### src/hdl/fpalu_pkg.sv
// ----------------------------------------------------------------------------
// fpalu_pkg
// Shared constants, action codes and pipeline types of the fixed-point ALU.
// ----------------------------------------------------------------------------
package fpalu_pkg;

   localparam int FRACTION_BITS = 14;
   localparam int DATA_W        = 32;
   localparam int DIVIDEND_W    = DATA_W + FRACTION_BITS;
   localparam int LATENCY       = DIVIDEND_W + 2;

   typedef enum logic [3:0] {
      ACT_INT_TO_FIX       = 4'd0,
      ACT_FIX_TO_INT_TRUNC = 4'd1,
      ACT_FIX_TO_INT_ROUND = 4'd2,
      ACT_ADD_FF           = 4'd3,
      ACT_ADD_FI           = 4'd4,
      ACT_SUB_FF           = 4'd5,
      ACT_SUB_FI           = 4'd6,
      ACT_MUL_FF           = 4'd7,
      ACT_MUL_FI           = 4'd8,
      ACT_DIV_FF           = 4'd9,
      ACT_DIV_FI           = 4'd10
   } action_type;

   typedef struct packed {
      logic                  valid;
      action_type            action;
      logic signed [63:0]    product;
      logic [DATA_W-1:0]     simple;
      logic                  is_div;
      logic                  neg;
      logic                  dz;
      logic [DIVIDEND_W-1:0] dividend;
      logic [DATA_W-1:0]     divisor;
   } prep_type;

   typedef struct packed {
      logic                  valid;
      logic                  is_div;
      logic                  neg;
      logic                  dz;
      logic [DATA_W-1:0]     value;
      logic [DATA_W-1:0]     rem;
      logic [DIVIDEND_W-1:0] dividend;
      logic [DATA_W-1:0]     divisor;
      logic [DATA_W-1:0]     quot;
   } cell_data_type;

endpackage

### src/hdl/fpalu_prep.sv
// ----------------------------------------------------------------------------
// fpalu_prep
// Two front stages: operand decode, simple results, the signed product and the
// divider set-up, then the fixed multiply truncation that feeds the chain.
// ----------------------------------------------------------------------------
module fpalu_prep (
   input  logic                         clock,
   input  logic                         reset,
   input  logic                         accept,
   input  logic [3:0]                   action,
   input  logic [31:0]                  operand_a,
   input  logic [31:0]                  operand_b,
   output fpalu_pkg::cell_data_type     cell_out
);
   import fpalu_pkg::*;

   localparam logic [32:0] TRUNC_BIAS = 33'((64'd1 << FRACTION_BITS) - 64'd1);
   localparam logic [32:0] ROUND_HALF = 33'(64'd1 << (FRACTION_BITS - 1));
   localparam logic [63:0] MUL_BIAS   = (64'd1 << FRACTION_BITS) - 64'd1;

   prep_type           stage_a_ff, stage_a_in;
   cell_data_type      stage_b_ff, stage_b_in;

   logic signed [31:0] a_s, b_s;
   logic signed [63:0] prod;
   logic [32:0]        a_ext;
   logic [32:0]        trunc_sum, round_sum;
   logic signed [32:0] trunc_shift, round_shift;
   logic [31:0]        b_fix;
   logic [31:0]        a_mag, b_mag;
   logic signed [63:0] mul_sum, mul_shift;

   always_comb begin
      a_s         = $signed(operand_a);
      b_s         = $signed(operand_b);
      prod        = a_s * b_s;
      a_ext       = {operand_a[31], operand_a};
      trunc_sum   = a_ext + (operand_a[31] ? TRUNC_BIAS : 33'd0);
      round_sum   = a_ext + (operand_a[31] ? (ROUND_HALF - 33'd1) : ROUND_HALF);
      trunc_shift = $signed(trunc_sum) >>> FRACTION_BITS;
      round_shift = $signed(round_sum) >>> FRACTION_BITS;
      b_fix       = operand_b << FRACTION_BITS;
      a_mag       = operand_a[31] ? (32'd0 - operand_a) : operand_a;
      b_mag       = operand_b[31] ? (32'd0 - operand_b) : operand_b;

      stage_a_in          = '0;
      stage_a_in.valid    = accept;
      stage_a_in.action   = action_type'(action);
      stage_a_in.product  = prod;
      stage_a_in.neg      = operand_a[31] ^ operand_b[31];
      stage_a_in.divisor  = b_mag;
      case (action_type'(action))
         ACT_INT_TO_FIX:       stage_a_in.simple = b_fix;
         ACT_FIX_TO_INT_TRUNC: stage_a_in.simple = trunc_shift[31:0];
         ACT_FIX_TO_INT_ROUND: stage_a_in.simple = round_shift[31:0];
         ACT_ADD_FF:           stage_a_in.simple = operand_a + operand_b;
         ACT_ADD_FI:           stage_a_in.simple = operand_a + b_fix;
         ACT_SUB_FF:           stage_a_in.simple = operand_a - operand_b;
         ACT_SUB_FI:           stage_a_in.simple = operand_a - b_fix;
         ACT_DIV_FF: begin
            stage_a_in.is_div   = 1'b1;
            stage_a_in.dz       = (operand_b == 32'd0);
            stage_a_in.dividend = DIVIDEND_W'(a_mag) << FRACTION_BITS;
         end
         ACT_DIV_FI: begin
            stage_a_in.is_div   = 1'b1;
            stage_a_in.dz       = (operand_b == 32'd0);
            stage_a_in.dividend = DIVIDEND_W'(a_mag);
         end
         default:              stage_a_in.simple = '0;
      endcase
   end

   always_comb begin
      mul_sum   = stage_a_ff.product +
                  $signed(stage_a_ff.product[63] ? MUL_BIAS : 64'd0);
      mul_shift = mul_sum >>> FRACTION_BITS;

      stage_b_in          = '0;
      stage_b_in.valid    = stage_a_ff.valid;
      stage_b_in.is_div   = stage_a_ff.is_div;
      stage_b_in.neg      = stage_a_ff.neg;
      stage_b_in.dz       = stage_a_ff.dz;
      stage_b_in.dividend = stage_a_ff.dividend;
      stage_b_in.divisor  = stage_a_ff.divisor;
      case (stage_a_ff.action)
         ACT_MUL_FF: stage_b_in.value = mul_shift[31:0];
         ACT_MUL_FI: stage_b_in.value = stage_a_ff.product[31:0];
         default:    stage_b_in.value = stage_a_ff.simple;
      endcase
   end

   always_ff @(posedge clock) begin
      if (reset) begin
         stage_a_ff.valid <= 1'b0;
         stage_b_ff.valid <= 1'b0;
      end else begin
         stage_a_ff <= stage_a_in;
         stage_b_ff <= stage_b_in;
      end
   end

   assign cell_out = stage_b_ff;

endmodule

### config.mk
export PLATFORM = sky130hd
export DESIGN_NAME = fpalu_prep
export DESIGN_NICKNAME = d
export VERILOG_FILES = /design/src/hdl/fpalu_pkg.sv /design/src/hdl/fpalu_prep.sv
export SDC_FILE = /design/constraint.sdc
export NUM_CORES = 2
export LEC_CHECK = 0
export BUFFER_PORTS_ARGS = -buffer_cell sky130_fd_sc_hd__buf_2
export CAP_MARGIN = 40
export CORE_MARGIN = 4
export CORE_UTILIZATION = 59
export CTS_CLUSTER_DIAMETER = 60
export DETAILED_ROUTE_END_ITERATION = 7
export HOLD_SLACK_MARGIN = 0.15
export PLACE_DENSITY = 0.76
export SKIP_LAST_GASP = 1
export SYNTH_ARGS = -nofsm -noshare
export SYNTH_HDL_FRONTEND = slang
export SYNTH_SLANG_ARGS = --single-unit
### constraint.sdc
create_clock -name clock -period 8.4 [get_ports clock]
set_input_delay 0.42 -clock clock [delete_from_list [all_inputs] [get_ports clock]]
set_output_delay 0.42 -clock clock [all_outputs]
set_load 0.005 [all_outputs]
; Word-level counts from Yosys, hierarchy flattened
; Index checks and enable logic that the tools add are counted.
[word_totals]
regBits = 296
latchBits = 0
output_inout_bits = 178
n_memories = 0
rom_bits = 0
in_bits = 71
ram_bits = 0
[op_classes]
n_mul = 1
n_eq_ne = 10
n_reduce_logical = 3
n_lt_le_gt_ge = 0
div_mod_pow = 0
n_bitwise = 1
shift = 0
muxes = 9
n_addsub = 9
[ops]
columns = op, n
row1 = $pmux W32 S7, 1
row2 = $pmux W47 S2, 1
row3 = $add A32 B15 Y33, 2
row4 = $add A32 B32 Y32, 2
row5 = $mul A32 B32 Y64, 1
row6 = $pmux W32 S2, 1
row7 = $sub A1 B32 Y32 const A, 2
row8 = $sub A32 B32 Y32, 2
row9 = $add A46 B15 Y46, 1
row10 = $mux W14, 3
row11 = $logic_not A32 Y1, 1
row12 = $mux W32, 1
row13 = $mux W31, 1
row14 = $eq A4 B3 Y1 const B, 4
row15 = $eq A4 B4 Y1 const B, 3
row16 = $eq A4 B2 Y1 const B, 2
row17 = $eq A4 B1 Y1 const B, 1
row18 = $logic_not A4 Y1, 1
row19 = $reduce_or A2 Y1, 1
row20 = $mux W1, 1
row21 = $xor A1 B1 Y1, 1

; Logic depth before layout (Yosys ltp)
[logic_depth]
word_depth = 3
mapped_depth = 29
mapped_depth_nobuf = 26

; Worst setup path after synthesis
; OpenSTA, ideal clock, no wires.
[synth_path]
kind = input -> register
from = input operand_a[31]
to = register stage_a_ff[176] (netlist bit), data pin
n_path_buf = 4
arrival_ns = 8.174
stages = 28
setup_slack_ns = -0.038
cell_sequence = clkbuf_1 > clkbuf_1 > clkbuf_1 > buf_1 > nand2_1 > inv_1 > fa_1 > inv_1 > fa_1 > inv_1 > fa_1 > fa_1 > inv_1 > fa_1 > inv_1 > fa_1 > inv_1 > fa_1 > inv_1 > fa_1 > ha_1 > nand4_1 > or3_1 > o21ai_0 > a21oi_1 > o2111a_1 > a221oi_1 > xnor2_1
[synth_between]
elab_chain_cells = 1
[synth_lines]
columns = element, line_no
row1 = from (decl), fpalu_prep.sv:11  ; input logic [31:0] operand_a,
row2 = $mul A32 B32 Y64, fpalu_prep.sv:36  ; prod = a_s * b_s;
row3 = net prod[63], fpalu_prep.sv:25  ; logic signed [63:0] prod;
row4 = to (signal assigned), fpalu_prep.sv:98  ; stage_a_ff <= stage_a_in;
row5 = to (decl), fpalu_prep.sv:21  ; prep_type stage_a_ff, stage_a_in;
; The timed path passes the listed nets, and every way through them passes these cells.
; A chain may end at the register's enable or synchronous reset.

; Worst setup path in the final report
[layout_path]
from = input operand_b[9]
to = register stage_a_ff[176] (netlist bit), data pin
[layout_between]
elab_chain_cells = 1
[layout_lines]
columns = element, line_no
row1 = from (decl), fpalu_prep.sv:12  ; input logic [31:0] operand_b,
row2 = $mul A32 B32 Y64, fpalu_prep.sv:36
row3 = net prod[63], fpalu_prep.sv:25
; The timed path passes the listed nets, and every way through them passes these cells.

==> reports/results.txt <==
share of the yosys chip area belonging to registers: 0.161
fin crit period: 8010 ps
placed insts: 6543
Routed WL: 158000 um
most used cell, CP: fa_1
CP max-delay cell: a2111oi_0
cell accounting for the most synthesized area: fa_1
dpl hpwl: 131000 um
all-layer global routing usage: 0.349
H-tree level count: 1
Synth top area share: 0.418
post-cts resize count: 0
CTS Buf Count: 31
endpoints failing setup: 0
Commonest cells post-synth: fa_1 (1084), inv_1 (1064), nand2_1 (675), and2_1 (449), edfxtp_1 (277)
CP Launch Point: operand_b[9]
crit path capture: stage_a_ff[176]
GR Util met2: 0.570
Non-Filler Instances: 6608
gpl congestion: 0.982
routed len/inst: 23.9 um
Rel. slew slack: 0.255
grt peak-use layer: met2
via-per-instance ratio: 5.83
chip height: 305 um
Iteration-0 DRC Markers: 3101
largest net degree at the start of global routing: 160
Req. time, crit path: 8740 ps
count leader, synth: fa_1
worst-margin pin slew: 1120 ps
CTS tree: done
yosys warns: 0
Final WS setup: 386 ps
type of the worst setup path: input port to flip-flop
fin util: 0.638
vias in the first global route: 41.4k
period utilization: 0.954
RSZ-0062 raised after global routing: false
R2R cell count: 8
input/output buffers: 184
Critical Path Fanout Max: 21
met1 usage: 0.413
CTS Root Cell: clkbuf_16
max-slew violation count: 0
initial antenna violation count: 4
met3 usage in global routing: 0.0540
Worst EP arrival: 8350 ps
drt drc: 0
mapped cell area: 51900 sq um
Layout Area Growth over Synthesis: 6.82%
Netlist cell types: 73
Max Cap Violations: 0
drt first pass iters: 6
Sink Count: 279
CP peak stage delay: 830 ps
Clk Latency, worst-skew pair: 610 ps
Clock Tree Buf Depth: 3
global-route wire length before repair: 245000 um
share of synthesized registers carrying an async set or reset: 0
achievable clock frequency: 125 MHz
die width: 305 um
Worst setup SP type: input port
total setup buffers inserted after CTS: 0
Post-synth EDFFs: 277
CP endpoint kind: flip-flop
core area: 87000 sq um
RR Startpoint: stage_a_ff[176]
Worst Hold Class: input port to flip-flop
Worst R2R End: cell_out[154]
remaining antenna violation count: 0
via count: 38.5k
Main synth FF type: edfxtp_1
Rows: 108
DP Worst Slack: -101 ps
grt ovf: 0
# IOs: 249
Avg Cell Area, Syn: 9.74 sq um
clock slew at reported path FFs: 60 ps
cell count after synthesis: 5333
share of layout cells above drive strength 1: 0.0807
top post-synthesis cells by area: fa_1 (42%), edfxtp_1 (16%), inv_1 (7.7%)
reg2reg setup slack: 4640 ps
post-synthesis register bit count: 279
die area: 92900 sq um
run status: complete, no violations
Initial Utilization: 0.597
final hold vios: 0
# nets final: 6844
Worst Skew: 36.2 ps
placed cells by master, fill, tap and decap left out, drive strengths merged, types with 19 or more instances in the layout:
cell type,count
nand2b,34
nor2,155
nor3,32
and2,450
a221oi,20
or3,28
nand4,25
buf,364
a21oi,87
o22ai,20
or4,22
fa,1084
a21o,60
o211ai,21
conb,64
nand2,675
xnor2,149
ha,264
nor2b,19
clkbuf,40
inv,1070
o21a,20
edfxtp,277
xor2,79
nand3,36
a22oi,37
and3,22
o21ai,113
critical path: cells and delay by family:
kind	cells	cell delay, ps
adders and majority gates	9	4200
AOI/OAI and AO/OA	6	2050
xor gates and xnor gates	1	150
and+or+nand+nor	2	500
buffers and inverters	7	1010
sequential cells by signal, summed over array words and instances, names as in the netlist:
register / cells
cell_out: 114
stage_a_ff: 165
per-layer routing:
metal  up-vias  part of all wire
li1      16400                 -
met1     19600              0.34
met2      1958              0.48
met3       619             0.080
met4         0              0.11
met5         -                 0
final cells by class:
type,count,area [sq um]
clock buffers,40,840
clock inverters,17,196
inverters,1066,4010
multi-input cells,3680,38200
fillers,7068,31500
diodes,4,10.0
well taps,1155,1450
flip-flops and latches,279,8360
repair buffers,367,2420
how the worst min path moves through the flow:
stage	from	endpoint	slack, ps	cells past startpoint
after global placement	stage_a_ff[15]	cell_out[47]	400	0
final	action[3]	stage_a_ff[180]	200	1
after floorplan	stage_a_ff[68]	cell_out[100]	400	0
after global routing	action[3]	stage_a_ff[180]	150	1
after detailed placement	stage_a_ff[20]	cell_out[52]	400	0
after CTS	action[3]	stage_a_ff[180]	150	1
metrics by stage:
stage                     cell area, sq um  hold slack, ps  setup TNS [ps]
after global routing                 55500             154               0
after global placement               54400             401               0
final                                55500             196               0
after detailed placement             54400             405            -101
after floorplan                      52200             400               0
after CTS                            55500             154               0
logic make-up after synthesis:
logic type	after synthesis	synth area share
AND/OR/NAND/NOR	1542	0.146
buffers and inverters	1437	0.109
adder cells (fa/ha/maj)	1348	0.481
AO/OA/AOI/OAI	491	0.0631
flip-flops	279	0.161
XOR/XNOR	228	0.0384
multiplexers	7	0.00135
other	1	0.0000722
repair_timing:
action,CTS,global route
hold endpoints to repair,2,0
setup endpoints to repair,0,0
hold buffers,3,0
Power is left out: the tool's default activity adds up to more than one toggle a clock period on the data nets, which glitch-free logic cannot reach.
